**config.mk**
```make
export PLATFORM = sky130hd
export DESIGN_NAME = core_affinity_table_top
export DESIGN_NICKNAME = d
export VERILOG_FILES = /design/src/hw/rtl/cat_pkg.sv /design/src/hw/rtl/cat_ctrl.sv /design/src/hw/rtl/cat_datapath.sv /design/src/hw/rtl/core_affinity_table_top.sv
export SDC_FILE = /design/constraint.sdc
export NUM_CORES = 2
export LEC_CHECK = 0
export BUFFER_PORTS_ARGS = -buffer_cell sky130_fd_sc_hd__buf_4
export CAP_MARGIN = 20
export CORE_MARGIN = 5
export CORE_UTILIZATION = 60
export CTS_BUF_LIST = sky130_fd_sc_hd__clkbuf_4
export DETAILED_ROUTE_END_ITERATION = 8
export PLACE_DENSITY_LB_ADDON = 0.05
export SLEW_MARGIN = 30
export SYNTH_ARGS = -nofsm -noshare
export SYNTH_HDL_FRONTEND = slang
export SYNTH_HIERARCHICAL = 1
export SYNTH_SLANG_ARGS = --single-unit
```
**constraint.sdc**
```tcl
create_clock -name aclk -period 8.5 [get_ports aclk]
set_clock_uncertainty 0.15 [all_clocks]
set_input_delay 1.275 -clock aclk [delete_from_list [all_inputs] [get_ports aclk]]
set_output_delay 1.275 -clock aclk [all_outputs]
set_load 0.02 [all_outputs]
```
**src/hw/rtl/cat_pkg.sv**
```systemverilog
`default_nettype none
// ----------------------------------------------------------------------------
// cat_pkg
// Shared types and codes of the core affinity table.
// ----------------------------------------------------------------------------
package cat_pkg;

    localparam int NUM_CORES = 32;
    localparam int NUM_SLOTS = 16;

    typedef enum logic [2:0] {
        OP_PIN       = 3'd0,
        OP_UNPIN     = 3'd1,
        OP_STATUS    = 3'd2,
        OP_RESERVE   = 3'd3,
        OP_UNRESERVE = 3'd4,
        OP_SUGGEST   = 3'd5,
        OP_RESET     = 3'd6,
        OP_UNKNOWN   = 3'd7
    } op_t;

    typedef enum logic [2:0] {
        ST_OK       = 3'd0,
        ST_BAD_CORE = 3'd1,
        ST_BUSY     = 3'd2,
        ST_FULL     = 3'd3,
        ST_NO_ENTRY = 3'd4,
        ST_NO_CORE  = 3'd5,
        ST_BAD_OP   = 3'd6
    } status_t;

    typedef enum logic [1:0] {
        CFG_GPU_LO = 2'd0,
        CFG_GPU_HI = 2'd1,
        CFG_BG_LO  = 2'd2,
        CFG_BG_HI  = 2'd3
    } cfg_idx_t;

    typedef enum logic [3:0] {
        S_IDLE,
        S_FIND,
        S_DECIDE,
        S_MOVE,
        S_STAT_HDR,
        S_STAT_ENT,
        S_SUG_CORE,
        S_SUG_LOAD,
        S_SUG_END,
        S_CLEAR,
        S_OUT
    } state_t;

    typedef struct packed {
        logic [2:0] operation;
        logic [7:0] slot_id;
        logic [7:0] core_id;
        logic       flag_exclusive;
        logic       flag_gpu;
        logic       flag_bg;
    } in_item_t;

    typedef struct packed {
        logic [2:0]  status;
        logic [4:0]  core_out;
        logic [4:0]  load_out;
        logic        sched_class_gpu;
        logic [4:0]  slot_count_out;
        logic [31:0] migrations_out;
        logic        entry_valid;
        logic [7:0]  entry_slot;
        logic [4:0]  entry_core;
        logic [31:0] entry_tick;
        logic        last;
    } out_item_t;

    // controller to datapath
    typedef struct packed {
        logic capture;     // take input item, bump tick
        logic scan_clear;  // restart entry scan
        logic scan_step;   // advance entry scan
        logic core_clear;  // restart core scan at range low
        logic core_step;   // advance core scan
        logic retry_all;   // widen suggest to all cores
        logic do_pin;
        logic do_unpin;
        logic do_move;
        logic do_reserve;
        logic do_unreserve;
        logic do_reset;
        logic res_simple;  // load single result with status
        logic res_pin;
        logic res_sug;
        logic res_hdr;
        logic res_ent;
        logic [2:0] res_status;
    } cmd_t;

    // datapath to controller
    typedef struct packed {
        logic [2:0] op;
        logic core_bad;
        logic core_rsv;
        logic excl;
        logic scan_done;     // entry scan reached count
        logic found;         // slot match seen
        logic full;
        logic need_move;     // unpin hole below last
        logic core_done;     // core scan past range end
        logic best_ok;
        logic count_zero;
        logic ent_last;
    } sts_t;

endpackage
`default_nettype wire

```
**src/hw/rtl/cat_ctrl.sv**
```systemverilog
`default_nettype none
// ----------------------------------------------------------------------------
// cat_ctrl
// Sequencer of the core affinity table: decodes an operation, runs table and
// core scans and hands results to the output register.
// ----------------------------------------------------------------------------
module cat_ctrl (
    input  wire logic          aclk,
    input  wire logic          aresetn,
    input  wire logic          s_valid,
    output logic               s_ready,
    input  wire logic          out_free,
    input  wire cat_pkg::sts_t sts,
    output cat_pkg::cmd_t      cmd
);

    cat_pkg::state_t state_reg, state_next;
    logic sug_retry_reg, sug_retry_next;

    always_ff @(posedge aclk) begin
        if (!aresetn) begin
            state_reg     <= cat_pkg::S_IDLE;
            sug_retry_reg <= 1'b0;
        end else begin
            state_reg     <= state_next;
            sug_retry_reg <= sug_retry_next;
        end
    end

    always_comb begin
        state_next     = state_reg;
        sug_retry_next = sug_retry_reg;
        cmd            = '0;
        s_ready        = 1'b0;
        unique case (state_reg)
            cat_pkg::S_IDLE: begin
                s_ready = 1'b1;
                if (s_valid) begin
                    cmd.capture    = 1'b1;
                    cmd.scan_clear = 1'b1;
                    state_next     = cat_pkg::S_FIND;
                end
            end
            cat_pkg::S_FIND: begin
                // entry scan for the slot (pin, unpin); others dispatch now
                priority case (sts.op)
                    cat_pkg::OP_PIN, cat_pkg::OP_UNPIN: begin
                        if (sts.scan_done || sts.found) state_next = cat_pkg::S_DECIDE;
                        else cmd.scan_step = 1'b1;
                    end
                    cat_pkg::OP_STATUS: begin
                        state_next = cat_pkg::S_STAT_HDR;
                    end
                    cat_pkg::OP_SUGGEST: begin
                        cmd.core_clear = 1'b1;
                        cmd.scan_clear = 1'b1;
                        sug_retry_next = 1'b0;
                        state_next     = cat_pkg::S_SUG_LOAD;
                    end
                    default: begin
                        state_next = cat_pkg::S_DECIDE;
                    end
                endcase
            end
            cat_pkg::S_DECIDE: begin
                if (out_free) begin
                    state_next = cat_pkg::S_IDLE;
                    cmd.res_simple = 1'b1;
                    cmd.res_status = cat_pkg::ST_OK;
                    unique case (sts.op)
                        cat_pkg::OP_PIN: begin
                            if (sts.core_bad) cmd.res_status = cat_pkg::ST_BAD_CORE;
                            else if (sts.core_rsv && !sts.excl)
                                cmd.res_status = cat_pkg::ST_BUSY;
                            else if (!sts.found && sts.full)
                                cmd.res_status = cat_pkg::ST_FULL;
                            else begin
                                cmd.res_simple = 1'b0;
                                cmd.res_pin    = 1'b1;
                                cmd.do_pin     = 1'b1;
                            end
                        end
                        cat_pkg::OP_UNPIN: begin
                            if (!sts.found) cmd.res_status = cat_pkg::ST_NO_ENTRY;
                            else begin
                                cmd.do_unpin = 1'b1;
                                if (sts.need_move) begin
                                    cmd.res_simple = 1'b0;
                                    state_next     = cat_pkg::S_MOVE;
                                end
                            end
                        end
                        cat_pkg::OP_RESERVE: begin
                            if (sts.core_bad) cmd.res_status = cat_pkg::ST_BAD_CORE;
                            else if (sts.core_rsv) cmd.res_status = cat_pkg::ST_BUSY;
                            else cmd.do_reserve = 1'b1;
                        end
                        cat_pkg::OP_UNRESERVE: begin
                            if (sts.core_bad) cmd.res_status = cat_pkg::ST_BAD_CORE;
                            else cmd.do_unreserve = 1'b1;
                        end
                        cat_pkg::OP_RESET: begin
                            cmd.do_reset = 1'b1;
                        end
                        cat_pkg::OP_UNKNOWN: begin
                            cmd.res_status = cat_pkg::ST_BAD_OP;
                        end
                        default: begin
                            cmd.res_status = cat_pkg::ST_BAD_OP;
                        end
                    endcase
                end
            end
            cat_pkg::S_MOVE: begin
                // last entry copied into the hole, count drops here
                cmd.do_move    = 1'b1;
                cmd.res_simple = 1'b1;
                cmd.res_status = cat_pkg::ST_OK;
                state_next     = cat_pkg::S_IDLE;
            end
            cat_pkg::S_STAT_HDR: begin
                if (out_free) begin
                    cmd.res_hdr    = 1'b1;
                    cmd.scan_clear = 1'b1;
                    state_next = sts.count_zero ? cat_pkg::S_IDLE : cat_pkg::S_STAT_ENT;
                end
            end
            cat_pkg::S_STAT_ENT: begin
                if (out_free) begin
                    cmd.res_ent   = 1'b1;
                    cmd.scan_step = 1'b1;
                    if (sts.ent_last) state_next = cat_pkg::S_IDLE;
                end
            end
            cat_pkg::S_SUG_LOAD: begin
                // count load of the current core over the table
                if (sts.core_done) state_next = cat_pkg::S_SUG_END;
                else if (sts.scan_done) state_next = cat_pkg::S_SUG_CORE;
                else cmd.scan_step = 1'b1;
            end
            cat_pkg::S_SUG_CORE: begin
                cmd.core_step  = 1'b1;
                cmd.scan_clear = 1'b1;
                state_next     = cat_pkg::S_SUG_LOAD;
            end
            cat_pkg::S_SUG_END: begin
                if (!sts.best_ok && !sts.excl && !sug_retry_reg) begin
                    cmd.retry_all  = 1'b1;
                    cmd.core_clear = 1'b1;
                    cmd.scan_clear = 1'b1;
                    sug_retry_next = 1'b1;
                    state_next     = cat_pkg::S_SUG_LOAD;
                end else if (out_free) begin
                    state_next = cat_pkg::S_IDLE;
                    if (sts.best_ok) cmd.res_sug = 1'b1;
                    else begin
                        cmd.res_simple = 1'b1;
                        cmd.res_status = cat_pkg::ST_NO_CORE;
                    end
                end
            end
            cat_pkg::S_CLEAR: begin
                state_next = cat_pkg::S_IDLE;
            end
            cat_pkg::S_OUT: begin
                state_next = cat_pkg::S_IDLE;
            end
            default: begin
                state_next = cat_pkg::S_IDLE;
            end
        endcase
    end

`ifndef ASSERT_OFF
    a_one_result: assert property (@(posedge aclk) disable iff (!aresetn)
        $countones({cmd.res_simple, cmd.res_pin, cmd.res_sug, cmd.res_hdr,
                    cmd.res_ent}) <= 1)
        else $error("two results loaded in one cycle");
    a_load_free: assert property (@(posedge aclk) disable iff (!aresetn)
        (cmd.res_pin || cmd.res_sug || cmd.res_hdr || cmd.res_ent) |-> out_free)
        else $error("result loaded over a waiting one");
    a_ready_idle: assert property (@(posedge aclk) disable iff (!aresetn)
        s_ready |-> !(cmd.do_pin || cmd.do_unpin || cmd.do_move))
        else $error("table update while accepting");
`endif

endmodule
`default_nettype wire

```
**src/hw/rtl/cat_datapath.sv**
```systemverilog
`default_nettype none
// ----------------------------------------------------------------------------
// cat_datapath
// Entry table, reservation map, counters, scan pointers and output register.
// ----------------------------------------------------------------------------
module cat_datapath (
    input  wire logic               aclk,
    input  wire logic               aresetn,
    input  wire cat_pkg::in_item_t  s_data,
    input  wire cat_pkg::cmd_t      cmd,
    output cat_pkg::sts_t           sts,
    input  wire logic               cfg_we,
    input  wire logic [1:0]         cfg_idx,
    input  wire logic [4:0]         cfg_val,
    output cat_pkg::out_item_t      m_data,
    output logic                    m_valid,
    input  wire logic               m_ready,
    output logic                    out_free
);

    localparam int SW = $clog2(cat_pkg::NUM_SLOTS);
    localparam int CW = $clog2(cat_pkg::NUM_SLOTS + 1);
    localparam int KW = $clog2(cat_pkg::NUM_CORES + 1);
    localparam int NW = $clog2(cat_pkg::NUM_CORES);

    logic [7:0]    slot_mem [cat_pkg::NUM_SLOTS];
    logic [NW-1:0] core_mem [cat_pkg::NUM_SLOTS];
    logic          excl_mem [cat_pkg::NUM_SLOTS];
    logic [31:0]   tick_mem [cat_pkg::NUM_SLOTS];

    cat_pkg::in_item_t req_reg;
    logic [CW-1:0]  count_reg;
    logic [cat_pkg::NUM_CORES-1:0] rsv_reg;
    logic [31:0]    mig_reg, tick_reg;
    logic [4:0]     gpu_lo_reg, gpu_hi_reg, bg_lo_reg, bg_hi_reg;
    logic [CW-1:0]  scan_reg;
    logic [SW-1:0]  hit_reg;
    logic           found_reg;
    logic [KW-1:0]  cur_reg, hi_reg;
    logic [CW-1:0]  load_reg;
    logic [KW-1:0]  best_reg;
    logic [CW-1:0]  best_load_reg;
    logic           best_ok_reg;
    cat_pkg::out_item_t out_reg;
    logic           out_valid_reg;

    logic [SW-1:0] sidx, lidx;
    logic [NW-1:0] cidx, cur_idx;
    logic          scan_done, core_done, cur_rsv, res_load;
    logic [4:0]    lo_sel, hi_sel;

    assign sidx      = scan_reg[SW-1:0];
    assign lidx      = SW'(count_reg - CW'(1));
    assign cidx      = req_reg.core_id[NW-1:0];
    assign cur_idx   = cur_reg[NW-1:0];
    assign scan_done = (scan_reg >= count_reg);
    assign core_done = (cur_reg > hi_reg) || (cur_reg >= KW'(cat_pkg::NUM_CORES));
    assign cur_rsv   = rsv_reg[cur_idx];
    assign res_load  = cmd.res_simple || cmd.res_pin || cmd.res_sug || cmd.res_hdr ||
                       cmd.res_ent;

    always_comb begin
        if (cmd.retry_all) begin
            lo_sel = 5'd0; hi_sel = 5'(cat_pkg::NUM_CORES - 1);
        end else if (req_reg.flag_gpu) begin
            lo_sel = gpu_lo_reg; hi_sel = gpu_hi_reg;
        end else if (req_reg.flag_bg) begin
            lo_sel = bg_lo_reg; hi_sel = bg_hi_reg;
        end else begin
            lo_sel = 5'd0; hi_sel = 5'(cat_pkg::NUM_CORES - 1);
        end
    end

    assign sts.op         = req_reg.operation;
    assign sts.core_bad   = (req_reg.core_id >= 8'(cat_pkg::NUM_CORES));
    assign sts.core_rsv   = rsv_reg[cidx];
    assign sts.excl       = req_reg.flag_exclusive;
    assign sts.scan_done  = scan_done;
    assign sts.found      = found_reg;
    assign sts.full       = (count_reg >= CW'(cat_pkg::NUM_SLOTS));
    assign sts.need_move  = ({1'b0, hit_reg} < CW'(count_reg - CW'(1)));
    assign sts.core_done  = core_done;
    assign sts.best_ok    = best_ok_reg;
    assign sts.count_zero = (count_reg == '0);
    assign sts.ent_last   = (scan_reg + CW'(1) == count_reg);

    assign out_free = !out_valid_reg || m_ready;
    assign m_valid  = out_valid_reg;
    assign m_data   = out_reg;

    // config registers
    always_ff @(posedge aclk) begin
        if (!aresetn) begin
            gpu_lo_reg <= 5'd0;
            gpu_hi_reg <= 5'd3;
            bg_lo_reg  <= 5'd20;
            bg_hi_reg  <= 5'd27;
        end else if (cfg_we) begin
            unique case (cat_pkg::cfg_idx_t'(cfg_idx))
                cat_pkg::CFG_GPU_LO: gpu_lo_reg <= cfg_val;
                cat_pkg::CFG_GPU_HI: gpu_hi_reg <= cfg_val;
                cat_pkg::CFG_BG_LO:  bg_lo_reg  <= cfg_val;
                cat_pkg::CFG_BG_HI:  bg_hi_reg  <= cfg_val;
                default: ;
            endcase
        end
    end

    // entry memories
    always_ff @(posedge aclk) begin
        if (cmd.do_pin) begin
            if (!found_reg) slot_mem[count_reg[SW-1:0]] <= req_reg.slot_id;
            core_mem[found_reg ? hit_reg : count_reg[SW-1:0]] <= cidx;
            excl_mem[found_reg ? hit_reg : count_reg[SW-1:0]] <= req_reg.flag_exclusive;
            tick_mem[found_reg ? hit_reg : count_reg[SW-1:0]] <= tick_reg;
        end
        if (cmd.do_move) begin
            slot_mem[hit_reg] <= slot_mem[lidx];
            core_mem[hit_reg] <= core_mem[lidx];
            excl_mem[hit_reg] <= excl_mem[lidx];
            tick_mem[hit_reg] <= tick_mem[lidx];
        end
    end

    // control and counters
    always_ff @(posedge aclk) begin
        if (!aresetn) begin
            count_reg     <= '0;
            rsv_reg       <= '0;
            mig_reg       <= '0;
            tick_reg      <= '0;
            out_valid_reg <= 1'b0;
            scan_reg      <= '0;
            found_reg     <= 1'b0;
            best_ok_reg   <= 1'b0;
        end else begin
            if (cmd.capture) begin
                req_reg  <= s_data;
                tick_reg <= tick_reg + 32'd1;
            end
            if (cmd.scan_clear) begin
                scan_reg  <= '0;
                found_reg <= 1'b0;
                load_reg  <= '0;
            end else if (cmd.scan_step) begin
                scan_reg <= scan_reg + CW'(1);
                if (slot_mem[sidx] == req_reg.slot_id) begin
                    found_reg <= 1'b1;
                    hit_reg   <= sidx;
                end
                if (KW'(core_mem[sidx]) == cur_reg) load_reg <= load_reg + CW'(1);
            end
            if (cmd.core_clear) begin
                cur_reg     <= KW'(lo_sel);
                hi_reg      <= KW'(hi_sel);
                best_ok_reg <= 1'b0;
            end else if (cmd.core_step) begin
                cur_reg <= cur_reg + KW'(1);
                if (!cur_rsv && !(req_reg.flag_exclusive && load_reg != '0) &&
                    (!best_ok_reg || load_reg < best_load_reg)) begin
                    best_ok_reg   <= 1'b1;
                    best_reg      <= cur_reg;
                    best_load_reg <= load_reg;
                end
            end
            if (cmd.do_pin) begin
                if (!found_reg) count_reg <= count_reg + CW'(1);
                else if (core_mem[hit_reg] != cidx) mig_reg <= mig_reg + 32'd1;
                if (req_reg.flag_exclusive) rsv_reg[cidx] <= 1'b1;
            end
            if (cmd.do_unpin) begin
                if (excl_mem[hit_reg]) rsv_reg[core_mem[hit_reg]] <= 1'b0;
                if (!sts.need_move) count_reg <= count_reg - CW'(1);
            end
            if (cmd.do_move) count_reg <= count_reg - CW'(1);
            if (cmd.do_reserve) rsv_reg[cidx] <= 1'b1;
            if (cmd.do_unreserve) rsv_reg[cidx] <= 1'b0;
            if (cmd.do_reset) begin
                count_reg <= '0;
                rsv_reg   <= '0;
                mig_reg   <= '0;
                tick_reg  <= '0;
            end
            if (res_load) out_valid_reg <= 1'b1;
            else if (m_ready) out_valid_reg <= 1'b0;
        end
    end

    // result register
    always_ff @(posedge aclk) begin
        if (res_load) begin
            out_reg.status          <= cmd.res_simple ? cmd.res_status : cat_pkg::ST_OK;
            out_reg.core_out        <= cmd.res_pin ? cidx :
                                       (cmd.res_sug ? 5'(best_reg) : 5'd0);
            out_reg.load_out        <= cmd.res_sug ? 5'(best_load_reg) : 5'd0;
            out_reg.sched_class_gpu <= cmd.res_pin && req_reg.flag_gpu;
            out_reg.slot_count_out  <= cmd.res_hdr ? 5'(count_reg) : 5'd0;
            out_reg.migrations_out  <= cmd.res_hdr ? mig_reg : 32'd0;
            out_reg.entry_valid     <= cmd.res_ent;
            out_reg.entry_slot      <= cmd.res_ent ? slot_mem[sidx] : 8'd0;
            out_reg.entry_core      <= cmd.res_ent ? core_mem[sidx] : 5'd0;
            out_reg.entry_tick      <= cmd.res_ent ? tick_mem[sidx] : 32'd0;
            out_reg.last            <= cmd.res_hdr ? (count_reg == '0) :
                                       (cmd.res_ent ? sts.ent_last : 1'b1);
        end
    end

`ifndef ASSERT_OFF
    a_count_range: assert property (@(posedge aclk) disable iff (!aresetn)
        count_reg <= CW'(cat_pkg::NUM_SLOTS))
        else $error("entry count past table size");
    a_pin_grows: assert property (@(posedge aclk) disable iff (!aresetn)
        (cmd.do_pin && !found_reg && !cmd.do_reset) |=>
        count_reg == $past(count_reg) + CW'(1))
        else $error("new pin did not add entry");
    a_tick_step: assert property (@(posedge aclk) disable iff (!aresetn)
        cmd.capture |=> tick_reg == $past(tick_reg) + 32'd1)
        else $error("tick not advanced");
`endif

endmodule
`default_nettype wire

```
**src/hw/rtl/core_affinity_table_top.sv**
```systemverilog
`default_nettype none
// ----------------------------------------------------------------------------
// core_affinity_table_top
// Slot-to-core pin table with reservations and least-loaded core suggestion.
// ----------------------------------------------------------------------------
// One transaction at a time. Pin and unpin scan the table for the slot, one
// entry per cycle; an unpin that fills a hole adds a move step. Reserve,
// unreserve, reset and unknown are decided without a scan. Suggest walks the
// core range, counting each core's load with a full table scan, and walks all
// cores once more if it finds no core and the request is not exclusive.
// Status gives count+1 results, one per cycle when the consumer is ready.
// Results sit in an output register; config writes are taken any time but
// belong in idle periods.
module core_affinity_table_top (
    input  wire logic               aclk,
    input  wire logic               aresetn,
    input  wire logic               s_valid,
    output logic                    s_ready,
    input  wire cat_pkg::in_item_t  s_data,
    output logic                    m_valid,
    input  wire logic               m_ready,
    output cat_pkg::out_item_t      m_data,
    input  wire logic               cfg_we,
    input  wire logic [1:0]         cfg_idx,
    input  wire logic [4:0]         cfg_wdata
);

    cat_pkg::cmd_t cmd;
    cat_pkg::sts_t sts;
    logic          out_free;

    cat_ctrl u_ctrl (
        .aclk     (aclk),
        .aresetn  (aresetn),
        .s_valid  (s_valid),
        .s_ready  (s_ready),
        .out_free (out_free),
        .sts      (sts),
        .cmd      (cmd)
    );

    cat_datapath u_dp (
        .aclk     (aclk),
        .aresetn  (aresetn),
        .s_data   (s_data),
        .cmd      (cmd),
        .sts      (sts),
        .cfg_we   (cfg_we),
        .cfg_idx  (cfg_idx),
        .cfg_val  (cfg_wdata),
        .m_data   (m_data),
        .m_valid  (m_valid),
        .m_ready  (m_ready),
        .out_free (out_free)
    );

endmodule
`default_nettype wire

```
Word level (Yosys, flattened, before mapping)
Memories as Yosys holds them, arrays and structs flattened. A register that Yosys moved wholly into a read port is not among the register bits.
Cells that the tools add are included.
{ "op_classes": {"addsub": 7, "magnitude_cmp": 12, "eq_ne": 31, "mux": 145, "bitwise_logic": 9, "n_reduce_logical": 59} }
{ "ops": {"columns": ["operator", "count"], "rows": [
  ["$mux W32", 10],
  ["$mux W4", 22],
  ["$mux W5", 17],
  ["$add A32 B1 Y32 const B", 2],
  ["$and A32 B32 Y32", 2],
  ["$not A32 Y32", 2],
  ["$or A32 B32 Y32", 2],
  ["$mux W1", 60],
  ["$pmux W4 S8", 1],
  ["$reduce_or A32 Y1", 1],
  ["$mux W3", 10],
  ["$mux W2", 10],
  ["$lt A5 B6 Y1 const B", 3],
  ["$reduce_and A2 Y1", 9],
  ["$eq A4 B3 Y1 const B", 4],
  ["$add A5 B1 Y5 const B", 3],
  ["$pmux W3 S5", 1],
  ["$pmux W4 S3", 1],
  ["$bmux W1 S5", 2],
  ["$demux W1 S5", 2],
  ["$ge A5 B1 Y1 const B", 2],
  ["$logic_and A1 B1 Y1", 10],
  ["$ne A2 B2 Y1 const B", 5],
  ["$reduce_bool A2 Y1", 5],
  ["other kinds (45)", 77]
]} }
{ "word_totals": {"regBits": 252, "mem_bits_rw": 736, "input_bits": 34, "out_inout_bits": 100, "word_cells": 304, "n_memories": 4} }
{ "memory_table": {"columns": ["memory", "depth", "word_bits", "read_ports", "rd_clocked_by_memory_dff", "wr", "line", "text"], "rows": [
  ["u_dp.tick_mem", 16, 32, 2, 1, 1, "cat_datapath.sv:29", "logic [31:0] tick_mem [cat_pkg::NUM_SLOTS];"],
  ["u_dp.slot_mem", 16, 8, 2, 1, 1, "cat_datapath.sv:26", "logic [7:0] slot_mem [cat_pkg::NUM_SLOTS];"],
  ["u_dp.core_mem", 16, 5, 3, 2, 1, "cat_datapath.sv:27", "logic [NW-1:0] core_mem [cat_pkg::NUM_SLOTS];"],
  ["u_dp.excl_mem", 16, 1, 2, 1, 1, "cat_datapath.sv:28", "logic excl_mem [cat_pkg::NUM_SLOTS];"]
]} }

Longest topological paths before layout
{ "depth": {"depth_word": 19, "depth_mapped": 20, "ltp_nobuf": 16} }

By module
Netlist, hierarchy kept.
{ "modules_own_cells": {"columns": ["module", "instances", "cells_per_inst", "area_per_inst_um2", "seq_area_each_um2"], "rows": [
  ["cat_datapath", 1, 4001, 56721.9, 29348.1],
  ["cat_ctrl", 1, 114, 762.0, 100.1]
]} }

Worst setup path after synthesis
Ideal clock, no wire load.
{ "synth_path": {"kind": "register to register", "from": "register u_dp.req_reg (netlist bit u_dp/cidx[0])", "to": "memory u_dp/core_mem[4][0] (netlist name), enable pin", "setup_ns": 0.486, "arrival_ns": 5.807, "t_required_ns": 7.864, "setup_slack_ns": 2.057, "stages_incl_launch_ff": 16, "n_path_buf": 4, "period_less_slack_ns": 6.443, "path_cell_list": "edfxtp_1 clkbuf_1 clkbuf_1 mux4_2 a22o_1 nor3_1 nand4_1 nand2b_1 o21ai_0 nor2_1 nand2_1 nor3_1 buf_4 clkbuf_1 nand2_1 o21ai_0"} }
{ "synth_rtl": {"columns": ["item", "line", "text"], "rows": [
  ["start, declared", "cat_datapath.sv:31", "cat_pkg::in_item_t req_reg;"],
  ["start signal, assigned", "cat_datapath.sv:138", "req_reg <= s_data;"],
  ["end, declared", "cat_datapath.sv:27", null]
]} }

==> flow_summary.json <==
{
  "status": "complete, no violations",
  "fin_nets": 4271,
  "cts_root_buf": "clkbuf_4",
  "area_growth_pct": 10.3,
  "rsz0062_at_grt": "no",
  "yosysSeqAreaShare": 0.512,
  "finalPower_uw": 15100,
  "power_frac_clock": 0.304,
  "cp-start-kind": "register",
  "initial_core_util": 0.605,
  "largest-register": "u_dp/tick_mem",
  "post-place-ws_ns": 2.72,
  "portBuffers": 133,
  "setup_viol": 0,
  "drt_iter0_drc": 5028,
  "synth_compound_area_frac": 0.0351,
  "synth-simple-area-share": 0.0858,
  "p_sw_frac": 0.344,
  "fin_crit_ns": 5.97,
  "synth_nets": 4178,
  "synth_edf_count": 886,
  "clkTransAtPathRegs_ns": 0.06,
  "cts_buffers": 297,
  "cp_max_fo": 61,
  "cts.sinks": 1028,
  "leakage_uw": 0.0226,
  "core_area_um2": 95000,
  "drive_gt1_frac": 0.422,
  "synthAdderAreaFrac": 0.00631,
  "die_h_um": 320,
  "hp-class": "input port to register",
  "post-cts-setup-buffers": 0,
  "path_buf_inv": 2,
  "ir_drop_v": 0.000253,
  "io_pins": 134,
  "synthFlopType": "edfxtp_1",
  "end_kind": "register",
  "timing.final.max_slew_violations": 0,
  "tns_ns": 0,
  "ys_warn_count": 6,
  "grt_pass1_vias": 39400,
  "syn-cell-area_um2": 57500,
  "path_cells": "inv_1 > ha_4 > ha_1 > o21a_1 > o21a_1 > o21a_1 > o21ai_0 > nand3_1 > o31ai_1 > a21oi_1 > or3_1 > nor3_1 > nand2_4 > buf_4",
  "p_sw_uw": 5210,
  "worstSkewPairLatency_ns": 1.20,
  "tightest_slew_ns": 1.10,
  "critPathTopFamily": "simple AND/OR/NAND/NOR gates",
  "routed_wl_mm": 173,
  "setup_ws_ns": 2.53,
  "grt_max_degree": 63,
  "layout_common_cells": "edfxtp_1, mux2_2, nand2_1",
  "drtAntennaViolNets": 0,
  "clock.fmax_mhz": 168,
  "ys_seq_elements": 1028,
  "required_ns": 9.13,
  "gp_congestion": 0.874,
  "synth_top_family_by_area": "multiplexers",
  "hold_buffers": 0,
  "vias": 39500,
  "hpwl_mm": 102,
  "grt_pass1_wl_mm": 256,
  "placementRows": 113,
  "wire_per_inst_um": 30.5,
  "criticalPathCategory": "register to register",
  "layout_commonest_cell": "edfxtp_1",
  "muxShareOfSynthArea": 0.314,
  "p_per_area_nw_per_um2": 239,
  "viasPerCell": 6.97,
  "dr.pass1.iters": 6,
  "synth_xor_area_frac": 0.0123,
  "slew_headroom": 0.267,
  "yosys.cell_types.count": 83,
  "arrival_ns": 6.60,
  "comb_power_share": 0.288,
  "fin_hold_ws_ns": 0.111,
  "hold_viol": 0,
  "grtUsageTotal": 0.334,
  "crit_slowest_cell": "ha_4",
  "cts_tree": "done",
  "drv_cap": 0,
  "globalRouteOverflowTotal": 0,
  "die_area_um2": 102000,
  "avgSynthCellArea_um2": 14.0,
  "die_x_um": 320,
  "antenna_found_initial": 9,
  "period_share": 0.702,
  "p_seq_frac": 0.408,
  "cpMostUsedCell": "o21a_1",
  "largest_reg_flops": 512,
  "clockBufferDepth": 4,
  "synth_cells": 4115,
  "power.internal_uw": 9920,
  "cts-resized-gates": 0,
  "async_reset_ff_frac": 0,
  "max_stage_delay_ns": 0.88,
  "fillers": 6951,
  "htreeDepth": 5,
  "drc": 0
}
logic make-up after synthesis:
kind of cell / Yosys count
multiplexers: 1126
AND/OR/NAND/NOR: 1070
flip-flops: 1028
buffers and inverters: 473
AO/OA/AOI/OAI: 308
XOR/XNOR: 81
adder cells (fa/ha/maj): 29
routing by layer:
metal / track usage / share of wire / wire length, um
met5: 0 / 0.00014 / 25
met4: 0.132 / 0.040 / 6970
met3: 0.0826 / 0.12 / 20400
met2: 0.528 / 0.47 / 81500
met1: 0.452 / 0.37 / 64300
path summary, 6_finish.rpt:
path                     start                end  slack (ns)  cells after the start
max          u_dp/count_reg[0]    u_dp/m_data[19]        2.53                     14
min                 s_data[17]   u_dp/req_reg[17]        0.11                      1
max reg2reg  u_dp/count_reg[0]    u_dp/m_data[19]        2.53                     14
min reg2reg  u_dp/bg_hi_reg[2]  u_dp/bg_hi_reg[2]        0.32                      2
cell type report:
class	count	area, um^2	share of cell area
flip-flops and latches	1028	29500	0.465
multi-input cells	2614	26600	0.419
clock buffers	446	3350	0.0528
repair buffers	227	1950	0.0308
well taps	1265	1580	0.0250
clock inverters	43	295	0.00466
inverters	40	150	0.00237
diodes	9	22.5	0.000355
power by group through the flow:
stage          Clock, uW  Combinational [uW]  Sequential, uW
2_1_floorplan          0                2570            6480
3_3_place_gp           0                4240            6290
3_5_place_dp           0                4290            6270
4_1_cts             4690                4290            6170
5_1_grt             5000                4570            6210
6_report            4600                4350            6180
per-stage QoR:
step / instance area (um^2) / instances / utilization
after floorplan: 57500 / 4115 / -
after global placement: 59300 / 5157 / 0.624
after detailed placement: 59600 / 5170 / 0.628
after CTS: 63300 / 5659 / 0.666
after global routing: 63400 / 5672 / 0.667
final: 63400 / 5672 / 0.667
Yosys cell counts (all sizes together) (13+ instances only):
cell type  instances  area share
edfxtp           886        0.46
mux2             595        0.12
nand2            543       0.035
mux4             482        0.19
clkbuf           309       0.020
nor2             169       0.011
dfxtp            142       0.049
buf              124       0.011
and2              89      0.0097
o21ai             88      0.0077
a21oi             52      0.0046
nand3             50      0.0044
mux2i             49      0.0086
xor2              46      0.0070
inv               39      0.0025
o22ai             39      0.0042
xnor2             35      0.0053
nor3              32      0.0029
ha                29      0.0063
nor2b             27      0.0029
nand4             25      0.0027
and3              23      0.0025
nand2b            23      0.0025
o221ai            17      0.0026
nor3b             14      0.0018
o211ai            13      0.0019
Power figures use the tool's default switching activity.
